## src/rtl/mmn_pkg.sv

```systemverilog
// Shared types and constants of the min/max normalizer.
package mmn_pkg;

  localparam int unsigned DATA_W    = 32;
  localparam int unsigned DEPTH_DEF = 64;

  typedef enum logic [0:0] {
    CFG_OUT_MIN = 1'b0,
    CFG_OUT_MAX = 1'b1
  } cfg_reg_e;

  typedef enum logic [2:0] {
    ST_LOAD,
    ST_READ,
    ST_CALC,
    ST_DIV,
    ST_MUL,
    ST_SUM,
    ST_PUSH
  } mmn_state_e;

  typedef struct packed {
    logic signed [DATA_W-1:0] sample;
    logic                     final_sample;
  } in_word_t;

  typedef struct packed {
    logic signed [DATA_W-1:0] scaled;
    logic                     flat;
    logic                     last_out;
  } out_word_t;

  // Divider result: full means the quotient is 1.0 or more.
  typedef struct packed {
    logic              done;
    logic              full;
    logic [DATA_W-1:0] frac;
  } div_res_t;

endpackage

```

## src/rtl/mmn_divider.sv

```systemverilog
// Restoring divider: num / den as a fraction with 32 bits, one bit per cycle.
module mmn_divider (
  input  logic                       clk_i,
  input  logic                       rst_ni,
  input  logic                       start_i,
  input  logic [mmn_pkg::DATA_W-1:0] num_i,
  input  logic [mmn_pkg::DATA_W-1:0] den_i,
  output mmn_pkg::div_res_t          res_o
);
  import mmn_pkg::*;

  localparam int unsigned STEP_W = $clog2(DATA_W);

  logic              busy_q, done_q, full_q;
  logic [STEP_W-1:0] step_q;
  logic [DATA_W-1:0] rem_q, rem_d, den_q, quot_q;
  logic [DATA_W:0]   rem_sh, diff;
  logic              qbit;

  assign rem_sh = {rem_q, 1'b0};
  assign diff   = rem_sh - {1'b0, den_q};
  assign qbit   = (rem_sh >= {1'b0, den_q});
  assign rem_d  = qbit ? diff[DATA_W-1:0] : rem_sh[DATA_W-1:0];

  always_ff @(posedge clk_i or negedge rst_ni) begin
    if (!rst_ni) begin
      busy_q <= 1'b0;
      done_q <= 1'b0;
      step_q <= '0;
    end else begin
      done_q <= busy_q && (step_q == STEP_W'(DATA_W - 1));
      if (start_i) begin
        busy_q <= 1'b1;
        step_q <= '0;
      end else if (busy_q) begin
        step_q <= step_q + STEP_W'(1);
        if (step_q == STEP_W'(DATA_W - 1)) begin
          busy_q <= 1'b0;
        end
      end
    end
  end

  always_ff @(posedge clk_i) begin
    if (start_i) begin
      rem_q  <= num_i;
      den_q  <= den_i;
      full_q <= (num_i >= den_i);
      quot_q <= '0;
    end else if (busy_q) begin
      rem_q  <= rem_d;
      quot_q <= {quot_q[DATA_W-2:0], qbit};
    end
  end

  assign res_o.done = done_q;
  assign res_o.full = full_q;
  assign res_o.frac = quot_q;

endmodule

```

## config.mk

```make
export PLATFORM = sky130hd
export DESIGN_NAME = mmn_divider
export DESIGN_NICKNAME = d
export VERILOG_FILES = /design/src/rtl/mmn_pkg.sv /design/src/rtl/mmn_divider.sv
export SDC_FILE = /design/constraint.sdc
export NUM_CORES = 1
export LEC_CHECK = 0
export BUFFER_PORTS_ARGS = -buffer_cell sky130_fd_sc_hd__buf_2
export CAP_MARGIN = 15
export CORE_ASPECT_RATIO = 0.5
export CORE_MARGIN = 2
export CORE_UTILIZATION = 45
export CTS_CLUSTER_SIZE = 14
export DETAILED_ROUTE_END_ITERATION = 8
export PLACE_DENSITY = 0.64
export SLEW_MARGIN = 10
export SYNTH_ARGS = -nofsm -noshare
export SYNTH_HDL_FRONTEND = slang
export SYNTH_SLANG_ARGS = --single-unit
```

## constraint.sdc

```tcl
create_clock -name clk_i -period 3 [get_ports clk_i]
set_input_delay 0.6 -clock clk_i [delete_from_list [all_inputs] [get_ports clk_i]]
set_output_delay 0.6 -clock clk_i [all_outputs]
set_load 0.01 [all_outputs]
```

==> Word level (Yosys, flattened, before mapping) <==
Cells that the tools add are included.
W data, S select, Z words.
{ "totals": {"wordCells": 22, "input_bits": 67, "out_inout_bits": 34, "reg_bits": 104} }
{ "op_classes": {"n_lt_le_gt_ge": 2, "addsub": 2, "mux": 8, "n_eq_ne": 1, "reduce_logical": 2} }
{ "ops": {"columns": ["operator", "n"], "rows": [
  ["$mux W32", 3],
  ["$ge A33 B32 Y1", 1],
  ["$ge A32 B32 Y1", 1],
  ["$sub A32 B32 Y32", 1],
  ["$mux W5", 2],
  ["$add A5 B1 Y5 const B", 1],
  ["$eq A5 B5 Y1 const B", 1],
  ["$mux W1", 3],
  ["$reduce_bool A2 Y1", 1],
  ["$logic_and A1 B1 Y1", 1]
]} }

==> Longest topological paths before layout <==
Gate-level depths: netlist (run 1).
{ "logic_depth": {"depth_word": 4, "mapped_depth": 13} }

==> Least setup slack after synthesis (run 1) <==
Ideal clock, no wire load.
{ "synth_path": {"path_type": "register to register", "startpoint": "reg rem_q[15]", "endpoint": "reg rem_q[25] (data pin)", "path_buffers": 3, "path_slack_ns": 0.200, "stages_incl_launch_ff": 13, "setup_time_ns": 0.274, "arrival_time_ns": 2.526, "required_time_ns": 2.726, "cell_sequence": "edfxtp_1 -> ha_1 -> buf_2 -> a21o_1 -> o21bai_1 -> a41oi_1 -> o21ai_1 -> a31o_1 -> o31ai_4 -> and2_1 -> buf_6 -> buf_6 -> o311ai_2"} }
{ "synth_between": {"elab_chain_cells": 4, "word_cells_on_any_way": 5} }
{ "synth_lines": {"columns": ["item", "line", "source"], "rows": [
  ["start, declared", "mmn_divider.sv:16", "logic [DATA_W-1:0] rem_q, rem_d, den_q, quot_q;"],
  ["start signal, assigned", "mmn_divider.sv:46", "rem_q <= num_i;"],
  ["start signal, assigned", "mmn_divider.sv:51", "rem_q <= rem_d;"],
  ["$sub A32 B32 Y32 / $ge A33 B32 Y1 (equally long branches)", "mmn_divider.sv:21, mmn_divider.sv:22", null],
  ["$mux W32 (*)", "mmn_divider.sv:23", "assign rem_d = qbit ? diff[DATA_W-1:0] : rem_sh[DATA_W-1:0];"],
  ["$mux W32 (*)", "mmn_divider.sv:50", "end else if (busy_q) begin"],
  ["$mux W32 (*)", "mmn_divider.sv:45", "if (start_i) begin"]
]} }
Every way passes the cells marked *; elsewhere a longest branch is shown, timed or not. The select of a mux whose other input is x is not followed.
A chain may end at the register's enable or synchronous reset.

==> Worst setup path in the final report (run 1) <==
{ "layout_path": {"startpoint": "reg rem_q[0]", "endpoint": "reg rem_q[27] (data pin)"} }
The elaborated chain is that of the path after synthesis.

==> out/metrics.cfg, run 1 <==
[sta]
clock_skew_ns = 0.0118
post-route-period-util_pct = 94.9
report.final.hold_viol_count = 0
timing.setup.tns_ns = 0
worst_pin_slew_ns = 0.593
achievable-frequency_mhz = 351
slew_headroom_pct = 60.4
hold-worst-slack_ns = 0.0526
postLayoutSetupSlackWorst_ns = 0.153
finalSetupViolations = 0
slew_viol_final = 0
finalCriticalPeriod_ns = 2.85
grt_setup_unrepaired = true

[clock_tree]
cts.sink_count = 104
postCtsHoldBufs = 0
cts_tree = done
cts_root_buffer = sky130_fd_sc_hd__clkbuf_16
clkLatencyLatePin_ns = 0.36
clkTransAtPathRegs_ns = 0.08
clock_path_buffers = 2
cts-buffers-inserted = 9
h-tree-depth = 3

[setup_path]
worst_path_max_delay_cell = sky130_fd_sc_hd__edfxtp_1
criticalPathCategory = register to register
startpoint_type = register
worstPathMaxFanout = 3
crit_path_end_kind = register
cp_num_buf_inv = 1
cp.depth = 10
cp.required_ns = 3.10
rr_worst_depth = 10
cp.arrival_ns = 2.94
r2r-end = rem_q[27]
r2r_slack_ns = 0.15
critical-path-top-cell-by-count = sky130_fd_sc_hd__o211ai_1
critical_path.max_stage_delay_ns = 0.42
timing.critical_path.max_delay_family = compound AO/OA/AOI/OAI gates
crit_path_cell_trace = ha_1, nor2b_1, o211ai_1, buf_4, a2111oi_2, o211ai_1, a21oi_2, xor2_1, a211oi_1, a221oi_2
reg2reg_from = rem_q[0]

[yosys]
seq_area_frac_synth_pct = 39.3
synth-edff-count = 65
ys_top_cells_by_area = sky130_fd_sc_hd__edfxtp_1, sky130_fd_sc_hd__ha_1, sky130_fd_sc_hd__dfxtp_1
ys_warn_count = 0
post-synth-top-area-fraction_pct = 27.7
synth-seq-cells = 104
synth.lib_cells_used.distinct = 67
synth_area_leader_cell = sky130_fd_sc_hd__edfxtp_1
syn-num-nets = 861
synth_area_sq_um = 7040
postSynthAreaPerCell_sq_um = 9.68
synthFlopType = sky130_fd_sc_hd__edfxtp_1
postSynthCellCount = 727
async_reset_ff_share_pct = 6.73

[detailed_routing]
avgViaCountPerCell = 5.62
drt_first_pass_iters = 4
detail_route.iter0.violations = 335
wirelength_mm = 16.9
postRouteAntennaNets = 0
drc_errors = 0
wl_per_cell_um = 16.3
detailroute.via_count = 5838

[die]
die_y_um = 92.4
ios = 101
dieArea_sq_um = 16700
initial_utilization_pct = 45.9
core_sq_um = 15300
die-width_um = 181
placementRows = 32

[layout]
layout.area.seq_sq_um = 2770
fin_area_sq_um = 8280
multiInputGateArea_sq_um = 3870
final_cells = 1038
finish.utilization_pct = 54.0
drive_gt1_share_pct = 21.1
final_nets = 962
mostFrequentLayoutCell = sky130_fd_sc_hd__buf_2
final_cell_mix = sky130_fd_sc_hd__buf_2, sky130_fd_sc_hd__inv_1, sky130_fd_sc_hd__edfxtp_1, sky130_fd_sc_hd__ha_1, sky130_fd_sc_hd__nor2_1
number_of_fill_cells = 1394
synthToLayoutAreaGrowth_pct = 17.6

[global_route]
grtUsageTotal_pct = 21.0
grt_overflow = 0
global_route_wire_length_before_repair_mm = 28.3
grt_start_max_net_pins = 120
grt_pass1_vias = 5598
initial_antenna_violation_count = 2

[placement]
post_place_setup_slack_ns = 0.0263
hpwlAfterDp_mm = 12.7
dp_cells = 1020
placed_inst_area_sq_um = 7900
port_buffer_count = 100
finalWeightedCongestion = 0.941

[run]
max_cap_violations = 0

[hold_path]
timing.hold.worst.class = primary input to async pin

[pwr]
power_density_nw_per_um2 = 834
power.total_mw = 6.90
peakVddDrop_v = 0.000406
total_leakage_power_nw = 3.97

[outcome]
run_status = completed

==> per-layer routing <==
metal / global-route usage, % / share of wire [%]
met1: 30.0 / 49
met2: 30.7 / 42
met3: 6.80 / 7.7
met4: 4.64 / 0.83
met5: 0 / 0
==> synth_stat cells, types with 4 or more instances <==
master / count
sky130_fd_sc_hd__edfxtp_1: 65
sky130_fd_sc_hd__nor3_1: 4
sky130_fd_sc_hd__o2111ai_1: 4
sky130_fd_sc_hd__o21bai_1: 4
sky130_fd_sc_hd__a221oi_2: 4
sky130_fd_sc_hd__inv_1: 75
sky130_fd_sc_hd__xnor2_1: 16
sky130_fd_sc_hd__o311ai_1: 19
sky130_fd_sc_hd__nand3_1: 5
sky130_fd_sc_hd__nand4_1: 16
sky130_fd_sc_hd__dfxtp_1: 32
sky130_fd_sc_hd__and3_1: 8
sky130_fd_sc_hd__o31ai_1: 5
sky130_fd_sc_hd__nor2_1: 56
sky130_fd_sc_hd__nand4b_1: 20
sky130_fd_sc_hd__buf_2: 5
sky130_fd_sc_hd__nand2_1: 47
sky130_fd_sc_hd__nand2b_1: 10
sky130_fd_sc_hd__o21a_1: 9
sky130_fd_sc_hd__dfrtp_1: 7
sky130_fd_sc_hd__clkbuf_1: 28
sky130_fd_sc_hd__a211oi_1: 11
sky130_fd_sc_hd__and2_1: 6
sky130_fd_sc_hd__a21o_1: 23
sky130_fd_sc_hd__mux2i_1: 34
sky130_fd_sc_hd__o211ai_1: 5
sky130_fd_sc_hd__nor4_1: 4
sky130_fd_sc_hd__a21oi_1: 37
sky130_fd_sc_hd__a32oi_1: 6
sky130_fd_sc_hd__ha_1: 66
sky130_fd_sc_hd__xor2_1: 13
sky130_fd_sc_hd__nor2b_1: 11
sky130_fd_sc_hd__o21ai_0: 22
==> layout make-up <==
class | instances | area share [%]
inverters | 75 | 3.40
multi-input cells | 507 | 46.8
diodes | 1 | 0.0302
well taps | 204 | 3.08
clock buffers | 10 | 3.02
flip-flops and latches | 104 | 33.5
repair buffers | 131 | 9.58
clock inverters | 6 | 0.650
==> worst max path at each step <==
| stage | start | endpoint | slack [ns] |
|---|---|---|---|
| global placement | num_i[0] | full_q | 0.09 |
| global route | rem_q[0] | rem_q[27] | -0.07 |
| detailed placement | rem_q[23] | rem_q[3] | 0.03 |
| CTS | rem_q[0] | rem_q[12] | 0.02 |
| finish | rem_q[0] | rem_q[27] | 0.15 |
| floorplan | rem_q[15] | rem_q[25] | 0.20 |
==> state kept, by name, summed over array words and instances, names as in the netlist <==
signal / count
busy_q: 1
den_q: 32
done_q: 1
full_q: 1
quot_q: 32
rem_q: 32
step_q: 5
==> power breakdown <==
part           switching (mW)  internal (mW)  total [mW]
sequential              0.158           1.88        2.03
combinational            2.09           1.56        3.65
clock                   0.585          0.634        1.22
==> what timing repair did <==
action                                 CTS  global route
endpoints found under the hold margin    0             0
setup endpoints to repair                2            27
gates resized for setup                  1            13
pin swaps                                0             2
buffers inserted                         0             1
==> cell families after synthesis <==
group / Yosys count / synth area share (%)
AO/OA/AOI/OAI: 180 / 19.0
XOR/XNOR: 29 / 3.61
adder cells (fa/ha/maj): 67 / 12.0
buffers and inverters: 116 / 6.61
flip-flops: 104 / 39.3
multiplexers: 34 / 4.83
AND/OR/NAND/NOR: 197 / 14.6
Power figures use the tool's default switching activity.
==> run 2: changes to the inputs <==
- CORE_MARGIN: 2 -> unset
- clock period: 3 -> 3.34 ns (I/O delays scaled with it)
==> out/metrics.cfg, run 2 (synthesized netlist as in run 1, its figures left out) <==
[outcome]
run_status = completed

[sta]
slew_viol_final = 0  ; unchanged
finalCriticalPeriod_ns = 3.06  ; +0.216 ns
post-route-period-util_pct = 91.7  ; -3.2 points
finalSetupViolations = 0  ; unchanged
achievable-frequency_mhz = 327  ; -7.0%
grt_setup_unrepaired = false
clock_skew_ns = 0.00681  ; -0.00503 ns
worst_pin_slew_ns = 0.886  ; +0.293 ns
report.final.hold_viol_count = 0  ; unchanged
timing.setup.tns_ns = 0  ; unchanged
slew_headroom_pct = 40.9  ; -20 points

[layout]
mostFrequentLayoutCell = sky130_fd_sc_hd__buf_2
multiInputGateArea_sq_um = 3820  ; -1.3%
drive_gt1_share_pct = 17.9  ; -3.2 points
final_nets = 943  ; -2.0%
final_cell_mix = sky130_fd_sc_hd__buf_2, sky130_fd_sc_hd__inv_1, sky130_fd_sc_hd__ha_1, sky130_fd_sc_hd__edfxtp_1, sky130_fd_sc_hd__nor2_1
final_cells = 1013  ; -2.4%
fin_area_sq_um = 8010  ; -3.2%
layout.area.seq_sq_um = 2770  ; unchanged
synthToLayoutAreaGrowth_pct = 13.8
biggest_registers_after_layout = den_q (32), quot_q (32), rem_q (32)
number_of_fill_cells = 1374  ; -1.4%

[setup_path]
cp.required_ns = 3.46  ; +0.36 ns
critical-path-top-cell-by-count = sky130_fd_sc_hd__a21oi_1
worst_path_max_delay_cell = sky130_fd_sc_hd__edfxtp_1
crit_path_end_kind = register
crit_path_cell_trace = ha_1, or2_1, a21oi_1, a211oi_4, o2111ai_2, a21boi_2, o31ai_4, buf_4, a21oi_1, o31a_1
worstPathMaxFanout = 13  ; +10
critical_path.max_stage_delay_ns = 0.41  ; about the same
criticalPathCategory = register to register
cp.arrival_ns = 3.18  ; +0.24 ns
cp_num_buf_inv = 1  ; unchanged
timing.critical_path.max_delay_family = compound AO/OA/AOI/OAI gates
startpoint_type = register

[clock_tree]
postCtsSetupBuffers = 0  ; unchanged
post_cts.resized_instances = 0  ; -1
postCtsHoldBufs = 0  ; unchanged
cts_root_buffer = sky130_fd_sc_hd__clkbuf_16
clkLatencyLatePin_ns = 0.36  ; about the same
cts.sink_count = 104  ; unchanged
cts_tree = done
h-tree-depth = 3  ; unchanged
clock_path_buffers = 2  ; unchanged
clkTransAtPathRegs_ns = 0.08  ; about the same
cts-buffers-inserted = 9  ; unchanged

[global_route]
grt_start_max_net_pins = 61  ; -49%
global_route_wire_length_before_repair_mm = 27.5  ; -2.9%
initial_antenna_violation_count = 1  ; -1
grt_overflow = 0  ; unchanged
grt_pass1_vias = 5454  ; -2.6%
grtUsageTotal_pct = 21.5  ; +0.51 points

[pwr]
peakVddDrop_v = 0.000314  ; -23%
total_leakage_power_nw = 3.85  ; -3.1%
power_density_nw_per_um2 = 740  ; -11%

[run]
max_cap_violations = 0  ; unchanged

[die]
die-width_um = 179  ; -1.1%
dieArea_sq_um = 16200  ; -3.2%
die_y_um = 90.4  ; -2.2%
placementRows = 31  ; -3.1%
core_sq_um = 14900  ; -3.1%
initial_utilization_pct = 47.4  ; +1.5 points
ios = 101  ; unchanged

[placement]
hpwlAfterDp_mm = 12.8  ; +1.3%
placed_inst_area_sq_um = 7710  ; -2.4%
finalWeightedCongestion = 0.928  ; -1.4%
dp_cells = 996  ; -2.4%
port_buffer_count = 100  ; unchanged

[detailed_routing]
detailroute.via_count = 5669  ; -2.9%
detail_route.iter0.violations = 373  ; +11%
wirelength_mm = 16.9  ; -0.31%
avgViaCountPerCell = 5.60  ; -0.50%
postRouteAntennaNets = 0  ; unchanged
drt_first_pass_iters = 5  ; +1
drc_errors = 0  ; unchanged
wl_per_cell_um = 16.7  ; +2.1%

[hold_path]
timing.hold.worst.class = primary input to async pin

[run 2: cell count changes in the layout (fill, tap and decap cells not counted), moves of 2 or more]
cell	before	now
sky130_fd_sc_hd__buf_12	4	0
sky130_fd_sc_hd__ha_1	64	66
sky130_fd_sc_hd__buf_6	2	0
sky130_fd_sc_hd__nor4_1	2	4
sky130_fd_sc_hd__buf_4	26	13
sky130_fd_sc_hd__ha_2	2	0
sky130_fd_sc_hd__nor4_2	2	0
sky130_fd_sc_hd__a21oi_1	32	37
sky130_fd_sc_hd__a21oi_2	5	0
sky130_fd_sc_hd__clkinv_4	0	3
[run 2: per-stage QoR]
step	total power [mW]	setup WS (ns)	hold WS [ns]	util [%]
2_1_floorplan	4.10	0.540	0.372	-
3_3_place_gp	4.80	0.395	0.472	51.9
3_5_place_dp	4.83	0.304	0.498	51.9
4_1_cts	5.92	0.298	0.124	53.9
5_1_grt	6.36	0.0921	0.125	53.9
6_report	5.93	0.278	0.129	53.9
[run 2: where the power goes]
part / leakage (nW) / internal [mW] / switching, mW / total, mW
Clock: 0.149 / 0.547 / 0.529 / 1.08
Combinational: 2.68 / 1.22 / 1.81 / 3.03
Sequential: 1.02 / 1.68 / 0.144 / 1.83
[run 2: worst reg2reg max path: stages (launching register included)]
cell and delay, ns:
sky130_fd_sc_hd__edfxtp_1 0.41, sky130_fd_sc_hd__ha_1 0.39, sky130_fd_sc_hd__or2_1 0.23, sky130_fd_sc_hd__a21oi_1 0.33, sky130_fd_sc_hd__a211oi_4 0.11, sky130_fd_sc_hd__o2111ai_2 0.26
sky130_fd_sc_hd__a21boi_2 0.11, sky130_fd_sc_hd__o31ai_4 0.32, sky130_fd_sc_hd__buf_4 0.27, sky130_fd_sc_hd__a21oi_1 0.11, sky130_fd_sc_hd__o31a_1 0.28
[run 2: area by class of cell]
cell class              count  share of cell area, %
diodes                      1                 0.0312
clock buffers              10                   2.98
clock inverters             6                  0.750
inverters                  75                   3.51
multi-input cells         507                   47.7
flip-flops and latches    104                   34.6
well taps                 198                   3.09
repair buffers            112                   7.40
[run 2: worst paths after layout]
kind	start	to	slack (ns)	cells after the start
hold / removal	rst_ni	done_q	0.13	1
setup reg to reg	rem_q[3]	rem_q[1]	0.28	10
max in group asynchronous	rst_ni	busy_q	3.04	1
setup / recovery	rem_q[3]	rem_q[1]	0.28	10
hold reg to reg	quot_q[31]	quot_q[31]	0.51	2
min in group clk_i	den_i[31]	den_q[31]	0.50	1
[run 2: metal layers]
| layer | up-vias | global-route usage (%) | wire [um] |
|---|---|---|---|
| met1 | 2672 | 30.9 | 8530 |
| met4 | 2 | 4.24 | 112 |
| met5 | - | 0 | 11 |
| li1 | 2833 | - | - |
| met2 | 151 | 31.5 | 7060 |
| met3 | 11 | 6.61 | 1170 |
==> run 3: changes to the inputs <==
- CTS_BUF_LIST: unset -> sky130_fd_sc_hd__clkbuf_16
- RECOVER_POWER: unset -> 25
- SKIP_LAST_GASP: unset -> 1
==> out/metrics.cfg, run 3 (synthesized netlist as in run 1, its figures left out) <==
[outcome]
run_status = completed

[sta]
timing.setup.tns_ns = 0  ; unchanged
finalSetupViolations = 0  ; unchanged
finalCriticalPeriod_ns = 3.06  ; +0.00135 ns
worst_pin_slew_ns = 1.18  ; +0.296 ns
slew_viol_final = 0  ; unchanged
clock_skew_ns = 0.00770  ; +0.000893 ns
report.final.hold_viol_count = 0  ; unchanged
slew_headroom_pct = 21.2  ; -20 points
grt_setup_unrepaired = false
achievable-frequency_mhz = 326  ; about the same
post-route-period-util_pct = 91.7  ; about the same

[layout]
final_nets = 943  ; unchanged
finish.utilization_pct = 53.7  ; -0.20 points
synthToLayoutAreaGrowth_pct = 13.4
drive_gt1_share_pct = 16.1  ; -1.8 points
number_of_fill_cells = 1378  ; +0.29%
biggest_registers_after_layout = den_q (32), quot_q (32), rem_q (32)
final_cell_mix = sky130_fd_sc_hd__buf_2, sky130_fd_sc_hd__inv_1, sky130_fd_sc_hd__ha_1, sky130_fd_sc_hd__edfxtp_1, sky130_fd_sc_hd__nor2_1
mostFrequentLayoutCell = sky130_fd_sc_hd__buf_2

[global_route]
grtUsageTotal_pct = 21.5  ; unchanged
grt_use_met2_pct = 31.5  ; unchanged
grt_most_used_layer = met2
initial_antenna_violation_count = 1  ; unchanged
grt_pass1_vias = 5454  ; unchanged
use_met1_pct = 30.9  ; unchanged
grt_overflow = 0  ; unchanged
grt_start_max_net_pins = 61  ; unchanged
global_route_wire_length_before_repair_mm = 27.5  ; unchanged
grt_util_met3_pct = 6.61  ; unchanged

[setup_path]
startpoint_type = register
criticalPathCategory = register to register
cp.arrival_ns = 3.18  ; about the same
critical_path.max_stage_delay_ns = 0.40  ; about the same
r2r_slack_ns = 0.28  ; about the same
r2r-end = rem_q[1]
worst_path_max_delay_cell = sky130_fd_sc_hd__edfxtp_1
critical-path-top-cell-by-count = sky130_fd_sc_hd__a21oi_1
reg2reg_from = rem_q[2]
worstPathMaxFanout = 13  ; unchanged
timing.critical_path.max_delay_family = compound AO/OA/AOI/OAI gates
crit_path_end_kind = register
cp.required_ns = 3.45  ; about the same
rr_worst_depth = 10  ; unchanged
crit_path_cell_trace = ha_1, a21oi_1, nor3b_2, a211oi_4, o2111ai_2, a21boi_2, o31ai_4, buf_4, a21oi_1, o31a_1
startpoint = rem_q[2]
cp_num_buf_inv = 1  ; unchanged

[clock_tree]
cts-buffers-inserted = 9  ; unchanged
cts_root_buffer = sky130_fd_sc_hd__clkbuf_16
clkTransAtPathRegs_ns = 0.08  ; about the same
cts_tree = done
post_cts.resized_instances = 0  ; unchanged
h-tree-depth = 3  ; unchanged
postCtsHoldBufs = 0  ; unchanged
clock_path_buffers = 2  ; unchanged
clkLatencyLatePin_ns = 0.36  ; about the same
postCtsSetupBuffers = 0  ; unchanged
cts.sink_count = 104  ; unchanged

[placement]
hpwlAfterDp_mm = 12.8  ; unchanged
port_buffer_count = 100  ; unchanged
finalWeightedCongestion = 0.928  ; unchanged

[detailed_routing]
detail_route.iter0.violations = 371  ; -0.54%
detailroute.via_count = 5648  ; -0.37%
wirelength_mm = 16.9  ; -0.18%
wl_per_cell_um = 16.6  ; -0.18%
postRouteAntennaNets = 0  ; unchanged
avgViaCountPerCell = 5.58  ; -0.37%
drc_errors = 0  ; unchanged
drt_first_pass_iters = 5  ; unchanged

[die]
core_sq_um = 14900  ; unchanged
ios = 101  ; unchanged
die_y_um = 90.4  ; unchanged
placementRows = 31  ; unchanged
dieArea_sq_um = 16200  ; unchanged
initial_utilization_pct = 47.4  ; unchanged
die-width_um = 179  ; unchanged

[hold_path]
timing.hold.worst.class = primary input to async pin

[pwr]
power_density_nw_per_um2 = 740  ; about the same
total_leakage_power_nw = 3.80  ; -1.2%
peakVddDrop_v = 0.000314  ; about the same

[run]
max_cap_violations = 0  ; unchanged

## run 3: changes by cell type in the layout (fill, tap and decap cells not counted)
cell / delta
sky130_fd_sc_hd__buf_4: -1
sky130_fd_sc_hd__clkbuf_2: +1
sky130_fd_sc_hd__buf_2: -14
sky130_fd_sc_hd__clkbuf_8: -1
sky130_fd_sc_hd__clkinv_1: +1
sky130_fd_sc_hd__clkbuf_1: +14
## run 3: worst max-delay path by stage
stage,endpoint,slack [ns],depth (start not counted)
2_1_floorplan,rem_q[25],0.54,12
3_3_place_gp,rem_q[22],0.40,10
3_5_place_dp,rem_q[1],0.30,10
4_1_cts,rem_q[1],0.30,10
5_1_grt,rem_q[23],0.09,9
6_report,rem_q[1],0.28,10
## run 3: power by group
part	leakage, nW	internal (mW)	switching [mW]	total [mW]
clock network	0.143	0.524	0.528	1.05
logic	2.64	1.22	1.81	3.02
registers	1.02	1.68	0.144	1.83
## run 3: final cells by class
cell class / instances / area, sq um / share of cell area [%]
inverter: 75 / 282 / 3.53
antenna: 1 / 2.50 / 0.0313
clock buffer: 9 / 225 / 2.82
clock inverter: 7 / 63.8 / 0.799
timing repair buffer: 112 / 573 / 7.18
multi-input combinational: 507 / 3820 / 47.9
sequential: 104 / 2770 / 34.7
tap: 198 / 248 / 3.10
## run 3: worst reg2reg max path: cells and delay by family (launching register included)
family | cells | cell delay [ns]
compound gates | 7 | 1.44
fa+ha+maj | 1 | 0.39
buf+inv | 1 | 0.27
flops | 1 | 0.40
simple gates | 1 | 0.33
## run 3: through the flow
step | worst slack, ns | cells | hold WS (ns) | power [mW] | instance area, sq um
3_3_place_gp | 0.395 | 996 | 0.472 | 4.80 | 7710
2_1_floorplan | 0.540 | 727 | 0.372 | 4.10 | 7040
6_report | 0.276 | 1013 | 0.195 | 5.90 | 7980
5_1_grt | 0.0921 | 1012 | 0.218 | 6.34 | 7980
4_1_cts | 0.298 | 1012 | 0.124 | 5.90 | 8000
3_5_place_dp | 0.304 | 996 | 0.498 | 4.83 | 7710
## run 3: layer usage
metal	wire length (um)	vias to the layer above
met1	8510	2649
met3	1200	11
met5	11	-
met2	7020	153
li1	-	2833
met4	111	2
